--- config.mk ---
export PLATFORM = sky130hd
export DESIGN_NAME = timed_step_sequence_player
export DESIGN_NICKNAME = d
export VERILOG_FILES = /design/src/design/tspp_pkg.sv /design/src/design/timed_step_sequence_player.sv
export SDC_FILE = /design/constraint.sdc
export NUM_CORES = 2
export LEC_CHECK = 0
export BUFFER_PORTS_ARGS = -buffer_cell sky130_fd_sc_hd__buf_2
export CORE_AREA = 2 2 321 228
export DETAILED_ROUTE_END_ITERATION = 8
export DIE_AREA = 0 0 323 230
export PLACE_DENSITY = 0.8
export SLEW_MARGIN = 0
export SYNTH_ARGS = -nofsm -noshare
export SYNTH_HDL_FRONTEND = slang
export SYNTH_SLANG_ARGS = --single-unit
--- constraint.sdc ---
create_clock -name clk -period 9.74 [get_ports clk]
set_input_delay 2.435 -clock clk [delete_from_list [all_inputs] [get_ports clk]]
set_output_delay 2.435 -clock clk [all_outputs]
set_load 0.01 [all_outputs]
--- src/design/tspp_pkg.sv ---
// ----------------------------------------------------------------------------
// Timed step sequence player package
// Item codes, drive verbs, register indexes and the step entry type.
// ----------------------------------------------------------------------------
package tspp_pkg;

  localparam int MAX_STEPS_DEF = 16;

  localparam int IN_DATA_W  = 48;
  localparam int IN_USER_W  = 3;
  localparam int OUT_DATA_W = 32;
  localparam int OUT_USER_W = 1;
  localparam int CFG_IDX_W  = 2;
  localparam int CFG_DATA_W = 8;

  localparam logic [2:0] OP_TICK  = 3'd0;
  localparam logic [2:0] OP_LOAD  = 3'd1;
  localparam logic [2:0] OP_PLAY  = 3'd2;
  localparam logic [2:0] OP_STOP  = 3'd3;
  localparam logic [2:0] OP_BRAKE = 3'd4;

  localparam logic [2:0] VERB_BRAKE = 3'd6;
  localparam logic [2:0] VERB_COAST = 3'd7;

  localparam logic [CFG_IDX_W-1:0] REG_SEQ_LEN      = 2'd0;
  localparam logic [CFG_IDX_W-1:0] REG_LOOP_TARGET  = 2'd1;
  localparam logic [CFG_IDX_W-1:0] REG_LOOP_FOREVER = 2'd2;

  typedef struct packed {
    logic [2:0]  verb;
    logic [7:0]  speed;
    logic [31:0] duration;
  } step_entry_t;

  function automatic logic is_stop_verb(input logic [2:0] verb);
    return (verb == VERB_BRAKE) || (verb == VERB_COAST);
  endfunction

endpackage

--- src/design/timed_step_sequence_player.sv ---
// ----------------------------------------------------------------------------
// Timed step sequence player with a two-entry output buffer: result registered
// in the output or skid register, one item per cycle while the output does not
// stall, set by the next-state logic and one-step-ahead step memory prefetch.
// Synchronous active-low reset clears control state and table valid bits.
// ----------------------------------------------------------------------------
module timed_step_sequence_player #(
  parameter int MAX_STEPS = tspp_pkg::MAX_STEPS_DEF
) (
  input  logic                             clk,
  input  logic                             rst_n,
  input  logic                             cfg_wr_en,
  input  logic [tspp_pkg::CFG_IDX_W-1:0]   cfg_index,
  input  logic [tspp_pkg::CFG_DATA_W-1:0]  cfg_wdata,
  input  logic                             in_tvalid,
  output logic                             in_tready,
  // slot[3:0], step_verb[6:4], step_speed[14:7], step_duration[46:15], zero
  input  logic [tspp_pkg::IN_DATA_W-1:0]   in_tdata,
  // op[2:0]
  input  logic [tspp_pkg::IN_USER_W-1:0]   in_tuser,
  output logic                             out_tvalid,
  input  logic                             out_tready,
  // cmd_verb[2:0], cmd_speed[10:3], playing[11], current_step[15:12],
  // loops_done[23:16], rejected[24], zero
  output logic [tspp_pkg::OUT_DATA_W-1:0]  out_tdata,
  // cmd_valid[0]
  output logic [tspp_pkg::OUT_USER_W-1:0]  out_tuser
);

  localparam int PW = (MAX_STEPS > 1) ? $clog2(MAX_STEPS) : 1;

  typedef struct packed {
    logic [tspp_pkg::OUT_DATA_W-1:0] data;
    logic [tspp_pkg::OUT_USER_W-1:0] user;
  } result_t;

  // configuration
  logic [4:0] seq_len_r;
  logic [7:0] loop_target_r;
  logic       loop_forever_r;

  // play state
  logic                  active_r, active_nxt;
  logic [PW-1:0]         ptr_r, ptr_nxt;
  logic [PW-1:0]         last_r, last_nxt;
  logic [7:0]            pass_r, pass_nxt;
  logic [7:0]            target_r, target_nxt;
  logic                  forever_r, forever_nxt;
  logic [31:0]           elapsed_r, elapsed_nxt;
  tspp_pkg::step_entry_t cur_r, cur_nxt;
  tspp_pkg::step_entry_t nxt_r, nxt_nxt;
  tspp_pkg::step_entry_t e0_r, e0_nxt;
  tspp_pkg::step_entry_t e1_r, e1_nxt;

  // step memory
  tspp_pkg::step_entry_t mem [MAX_STEPS];
  logic [MAX_STEPS-1:0]  vld_r;
  tspp_pkg::step_entry_t rd_q_r;
  logic                  rd_vld_r;
  tspp_pkg::step_entry_t mem_ent;
  logic [PW-1:0]         rd_addr;
  logic                  wr_en;
  logic [PW-1:0]         wr_idx;
  tspp_pkg::step_entry_t wr_data;

  // output buffer
  result_t out_r, skid_r, res;
  logic    out_vld_r, skid_vld_r;

  logic                  in_fire, pop;
  logic [2:0]            op;
  logic [3:0]            slot;
  tspp_pkg::step_entry_t in_ent;
  logic [8:0]            len_clamp;
  logic [31:0]           el_inc;
  logic [7:0]            pass_inc;
  logic                  cmd_valid, rejected;
  logic [2:0]            cmd_verb;
  logic [7:0]            cmd_speed;

  function automatic logic [PW-1:0] succ(input logic [PW-1:0] p, input logic [PW-1:0] lst);
    return (p == lst) ? '0 : PW'(p + PW'(1));
  endfunction

  assign in_tready = !skid_vld_r;
  assign in_fire   = in_tvalid && in_tready;
  assign pop       = out_vld_r && out_tready;

  assign op              = in_tuser[2:0];
  assign slot            = in_tdata[3:0];
  assign in_ent.verb     = in_tdata[6:4];
  assign in_ent.speed    = in_tdata[14:7];
  assign in_ent.duration = in_tdata[46:15];

  assign mem_ent   = rd_vld_r ? rd_q_r : '0;
  assign len_clamp = (9'(seq_len_r) > 9'(MAX_STEPS)) ? 9'(MAX_STEPS) : 9'(seq_len_r);
  assign el_inc    = (elapsed_r == 32'hFFFF_FFFF) ? elapsed_r : elapsed_r + 32'd1;
  assign pass_inc  = pass_r + 8'd1;
  assign rd_addr   = succ(succ(ptr_nxt, last_nxt), last_nxt);
  assign wr_data   = in_ent;
  assign wr_idx    = PW'(slot);

  always_comb begin
    active_nxt  = active_r;
    ptr_nxt     = ptr_r;
    last_nxt    = last_r;
    pass_nxt    = pass_r;
    target_nxt  = target_r;
    forever_nxt = forever_r;
    elapsed_nxt = elapsed_r;
    cur_nxt     = cur_r;
    nxt_nxt     = nxt_r;
    e0_nxt      = e0_r;
    e1_nxt      = e1_r;
    wr_en       = 1'b0;
    cmd_valid   = 1'b0;
    cmd_verb    = '0;
    cmd_speed   = '0;
    rejected    = 1'b0;
    if (in_fire) begin
      case (op)
        tspp_pkg::OP_TICK: begin
          if (active_r && (tspp_pkg::is_stop_verb(cur_r.verb) || cur_r.duration != '0)) begin
            elapsed_nxt = el_inc;
            if (el_inc >= cur_r.duration) begin
              if (ptr_r != last_r || forever_r || pass_inc < target_r) begin
                if (ptr_r == last_r) begin
                  pass_nxt = pass_inc;
                end
                ptr_nxt     = succ(ptr_r, last_r);
                elapsed_nxt = '0;
                cur_nxt     = nxt_r;
                nxt_nxt     = mem_ent;
                cmd_valid   = 1'b1;
                cmd_verb    = nxt_r.verb;
                cmd_speed   = tspp_pkg::is_stop_verb(nxt_r.verb) ? 8'd0 : nxt_r.speed;
              end else begin
                pass_nxt   = pass_inc;
                active_nxt = 1'b0;
                if (!tspp_pkg::is_stop_verb(cur_r.verb)) begin
                  cmd_valid = 1'b1;
                  cmd_verb  = tspp_pkg::VERB_COAST;
                end
              end
            end
          end
        end
        tspp_pkg::OP_LOAD: begin
          if (active_r) begin
            rejected = 1'b1;
          end else if (9'(slot) < 9'(MAX_STEPS)) begin
            wr_en = 1'b1;
            if (slot == 4'd0) begin
              e0_nxt = in_ent;
            end
            if (slot == 4'd1) begin
              e1_nxt = in_ent;
            end
          end
        end
        tspp_pkg::OP_PLAY: begin
          if (len_clamp == '0) begin
            rejected = 1'b1;
          end else begin
            last_nxt    = PW'(len_clamp - 9'd1);
            target_nxt  = loop_target_r;
            forever_nxt = loop_forever_r;
            ptr_nxt     = '0;
            pass_nxt    = '0;
            elapsed_nxt = '0;
            active_nxt  = 1'b1;
            cur_nxt     = e0_r;
            nxt_nxt     = (len_clamp == 9'd1) ? e0_r : e1_r;
            cmd_valid   = 1'b1;
            cmd_verb    = e0_r.verb;
            cmd_speed   = tspp_pkg::is_stop_verb(e0_r.verb) ? 8'd0 : e0_r.speed;
          end
        end
        tspp_pkg::OP_STOP: begin
          active_nxt = 1'b0;
          cmd_valid  = 1'b1;
          cmd_verb   = tspp_pkg::VERB_COAST;
        end
        tspp_pkg::OP_BRAKE: begin
          active_nxt = 1'b0;
          cmd_valid  = 1'b1;
          cmd_verb   = tspp_pkg::VERB_BRAKE;
        end
        default: begin
        end
      endcase
    end
  end

  always_comb begin
    res.user = cmd_valid;
    res.data = {7'd0, rejected, pass_nxt, 4'(ptr_nxt), active_nxt, cmd_speed, cmd_verb};
  end

  always_ff @(posedge clk) begin
    if (!rst_n) begin
      seq_len_r      <= '0;
      loop_target_r  <= 8'd1;
      loop_forever_r <= 1'b0;
    end else if (cfg_wr_en) begin
      case (cfg_index)
        tspp_pkg::REG_SEQ_LEN:      seq_len_r      <= cfg_wdata[4:0];
        tspp_pkg::REG_LOOP_TARGET:  loop_target_r  <= cfg_wdata;
        tspp_pkg::REG_LOOP_FOREVER: loop_forever_r <= cfg_wdata[0];
        default: begin
        end
      endcase
    end
  end

  always_ff @(posedge clk) begin
    if (!rst_n) begin
      active_r  <= 1'b0;
      ptr_r     <= '0;
      last_r    <= '0;
      pass_r    <= '0;
      target_r  <= 8'd1;
      forever_r <= 1'b0;
      elapsed_r <= '0;
      cur_r     <= '0;
      nxt_r     <= '0;
      e0_r      <= '0;
      e1_r      <= '0;
      vld_r     <= '0;
    end else begin
      active_r  <= active_nxt;
      ptr_r     <= ptr_nxt;
      last_r    <= last_nxt;
      pass_r    <= pass_nxt;
      target_r  <= target_nxt;
      forever_r <= forever_nxt;
      elapsed_r <= elapsed_nxt;
      cur_r     <= cur_nxt;
      nxt_r     <= nxt_nxt;
      e0_r      <= e0_nxt;
      e1_r      <= e1_nxt;
      if (wr_en) begin
        vld_r[wr_idx] <= 1'b1;
      end
    end
  end

  always_ff @(posedge clk) begin
    if (wr_en) begin
      mem[wr_idx] <= wr_data;
    end
    rd_q_r <= mem[rd_addr];
  end

  always_ff @(posedge clk) begin
    if (!rst_n) begin
      rd_vld_r <= 1'b0;
    end else begin
      rd_vld_r <= vld_r[rd_addr];
    end
  end

  always_ff @(posedge clk) begin
    if (!rst_n) begin
      out_vld_r  <= 1'b0;
      skid_vld_r <= 1'b0;
    end else if (pop) begin
      if (skid_vld_r) begin
        out_r      <= skid_r;
        skid_vld_r <= 1'b0;
      end else begin
        out_vld_r <= in_fire;
        out_r     <= res;
      end
    end else if (!out_vld_r) begin
      out_vld_r <= in_fire;
      out_r     <= res;
    end else if (in_fire) begin
      skid_r     <= res;
      skid_vld_r <= 1'b1;
    end
  end

  assign out_tvalid = out_vld_r;
  assign out_tdata  = out_r.data;
  assign out_tuser  = out_r.user;

endmodule

==> reports/results.ini <==
[synth]
synthDistinctLibCells = 77
syn_avg_cell_area_um2 = 11.8
synthTopCellsByCount = nand2_1, edfxtp_1, dfxtp_1
yosysMostFrequentCell = nand2_1
netlist_area_um2 = 43800
synth_edf_count = 740
synth_ff_type = edfxtp_1
yosys-top-cells-area = edfxtp_1, dfxtp_1, nand2_1
yosys_warnings = 0
yosysSeqAreaShare = 0.644
synth_seq_cells = 1037
synth_top_area_cell = edfxtp_1
async_flop_share = 0
netlist_instances = 3701
netlist.area_leader.share = 0.508

[routing]
drc = 0
drtIter0Drc = 3562
viasPerCell = 6.23
wire_per_inst_um = 22.9
firstDrtPassIters = 9
routed_wl_um = 109000
final_antenna_net_count = 0
num_vias = 29622

[clock_network]
cts-root-buf = clkbuf_16
htree_levels = 3
clkTransAtPathRegs_ps = 60
ctsHoldBuffers = 0
cts_tree = yes
post_cts_buffers = 0
cts_buffers = 93
clk_path_buf_depth = 3
cts.repair.resized = 0
cts_sinks = 1037
clock_latency_ps = 660

[finish]
design_area_um2 = 48100
fillers = 5089
fin_cells = 4752
area_growth_pct = 10.0
multi_input_area_um2 = 14600
nNetsFinal = 3812
drive_above_1_share = 0.109
regArea_um2 = 28200

[placed_design]
dpl-instance-area_um2 = 45100
dp_hpwl_um = 59700
dp_cells = 4571
io_buffers = 92
gp_congestion = 0.924

[pwr]
p_total_w = 0.00940
p_leak_nw = 17.5
ir_drop_mv = 0.142
p_per_area_nw_per_um2 = 195

[setup_path]
cp-end-kind = flop
crit_top_cell = nand4_1
crit_type = flop to flop
cp.required_ps = 10240
cp.arrival_ps = 9370
cpMaxStageDelayCell = nor4_1
startpoint_type = flop
max_stage_delay_ps = 660
cp_max_fo = 93

[timing]
rsz0062_at_grt = false
skew_ps = 21.5
period_needed_ps = 8870
setup_tns_ps = 0
tightestPinTransition_ps = 1160
setup_violations = 0
hold_viol = 0
fin_crit_sh = 0.911
maxSlewViolCount = 0
slew_headroom = 0.227
fmaxAchievable_ghz = 0.113

[floorplanning]
die_width_um = 323
start_util = 0.616
io_pins = 101
row_count = 82
core_um2 = 71000
die_height_um = 230
dieArea_um2 = 74300

[hold_path]
hp-class = flop to flop

[grt]
gr-total-overflow = 0
grtUsageTotal = 0.293
grt_max_degree = 130
grt_pass1_wl_um = 167000
first_global_vias = 28105
antenna_found_initial = 12

[status]
status = finished, final reports clean

[run]
max_cap_violations = 0

[sequential cells by signal, summed over array words and instances, names as in the netlist]
signal          cells
active_r            1
cur_r              34
e0_r               43
e1_r               43
elapsed_r          32
forever_r           1
last_r              4
loop_forever_r      1
loop_target_r       8
mem               688
nxt_r              43
out_tdata          25
out_tuser           1
out_tvalid          1
pass_r              8
ptr_r               4
rd_q_r             43
rd_vld_r            1
seq_len_r           5
skid_r             26
skid_vld_r          1
target_r            8
vld_r              16
[critical path, delay by kind of cell (launching register included)]
family,cells,cell delay (ps)
XOR/XNOR,1,110
flip-flops,1,350
AO/OA/AOI/OAI,9,2280
adder cells (fa/ha/maj),2,540
AND/OR/NAND/NOR,17,4650
buffers and inverters,3,660
[report_power, final]
group	switching, W	internal, W	total [W]
clock	0.00159	0.00203	0.00362
combinational	0.000632	0.000286	0.000918
sequential	0.0000504	0.00481	0.00486
total	0.00227	0.00712	0.00940
[area by class of cell]
| cell class | count | share of cell area |
|---|---|---|
| Tap cell | 966 | 0.0251 |
| Sequential cell | 1037 | 0.585 |
| Inverter | 57 | 0.00470 |
| Multi-Input combinational cell | 2364 | 0.303 |
| Antenna cell | 8 | 0.000416 |
| Clock buffer | 137 | 0.0552 |
| Timing Repair Buffer | 147 | 0.0198 |
| Clock inverter | 36 | 0.00712 |
[path summary, 6_finish.rpt]
check / end / from / slack [ps] / cells after the start
worst min register to register: vld_r[2]$_SDFFE_PN0P_ / vld_r[2]$_SDFFE_PN0P_ / 470 / 1
worst min-delay path: vld_r[2]$_SDFFE_PN0P_ / vld_r[2]$_SDFFE_PN0P_ / 470 / 1
worst max-delay path: rd_q_r[0]$_DFF_P_ / elapsed_r[7]$_SDFFE_PN0P_ / 870 / 32
worst max register to register: rd_q_r[0]$_DFF_P_ / elapsed_r[7]$_SDFFE_PN0P_ / 870 / 32
[layer usage]
metal	GRT usage	wire, um	vias up
li1	-	-	13500
met3	0.0632	11300	189
met2	0.445	48900	1406
met1	0.426	46100	14521
met4	0.0878	2570	6
met5	0.00458	68	-
[cell usage in the layout (no fill, tap or decap), types with 15 or more instances in the layout]
| cell | netlist | routed |
|---|---|---|
| nand2_1 | 769 | 768 |
| edfxtp_1 | 740 | 740 |
| dfxtp_1 | 297 | 296 |
| nand3_1 | 233 | 233 |
| a21oi_1 | 173 | 172 |
| mux2i_1 | 104 | 104 |
| a21boi_0 | 102 | 101 |
| clkbuf_16 | 0 | 95 |
| buf_2 | 24 | 91 |
| nor2_1 | 103 | 90 |
| nor2b_1 | 82 | 82 |
| o21ai_0 | 82 | 82 |
| o211a_1 | 78 | 78 |
| and2_1 | 73 | 73 |
| inv_1 | 54 | 53 |
| o31ai_1 | 49 | 49 |
| buf_4 | 8 | 49 |
| o211ai_1 | 46 | 46 |
| ha_1 | 46 | 45 |
| o311a_1 | 43 | 43 |
| a211oi_2 | 39 | 39 |
| a2111oi_2 | 39 | 39 |
| xnor2_1 | 32 | 32 |
| clkbuf_1 | 185 | 30 |
| a21o_1 | 26 | 26 |
| nor3_1 | 30 | 25 |
| o21a_1 | 24 | 23 |
| a22oi_1 | 18 | 18 |
| nand4_1 | 16 | 16 |
| and3_1 | 15 | 15 |
| xor2_1 | 15 | 15 |
[metrics by stage]
| stage | setup slack (ps) | hold WS, ps | util |
|---|---|---|---|
| final | 870 | 466 | 0.678 |
| after global routing | 372 | 480 | 0.678 |
| after CTS | 962 | 467 | 0.678 |
| after detailed placement | 1010 | 453 | 0.636 |
| after floorplan | 1890 | 435 | - |
| after global placement | 1260 | 443 | 0.636 |
[cell families (layout without fill, tap and decap cells)]
family | after synthesis | in the layout | synth area share
buffers and inverters | 306 | 377 | 0.0283
multiplexers | 109 | 109 | 0.0256
AND/OR/NAND/NOR | 1378 | 1378 | 0.141
adder cells (fa/ha/maj) | 46 | 46 | 0.0132
other | 1 | 15 | 0.0000857
AO/OA/AOI/OAI | 777 | 777 | 0.139
XOR/XNOR | 47 | 47 | 0.00941
flip-flops | 1037 | 1037 | 0.644
Power figures use the tool's default switching activity.
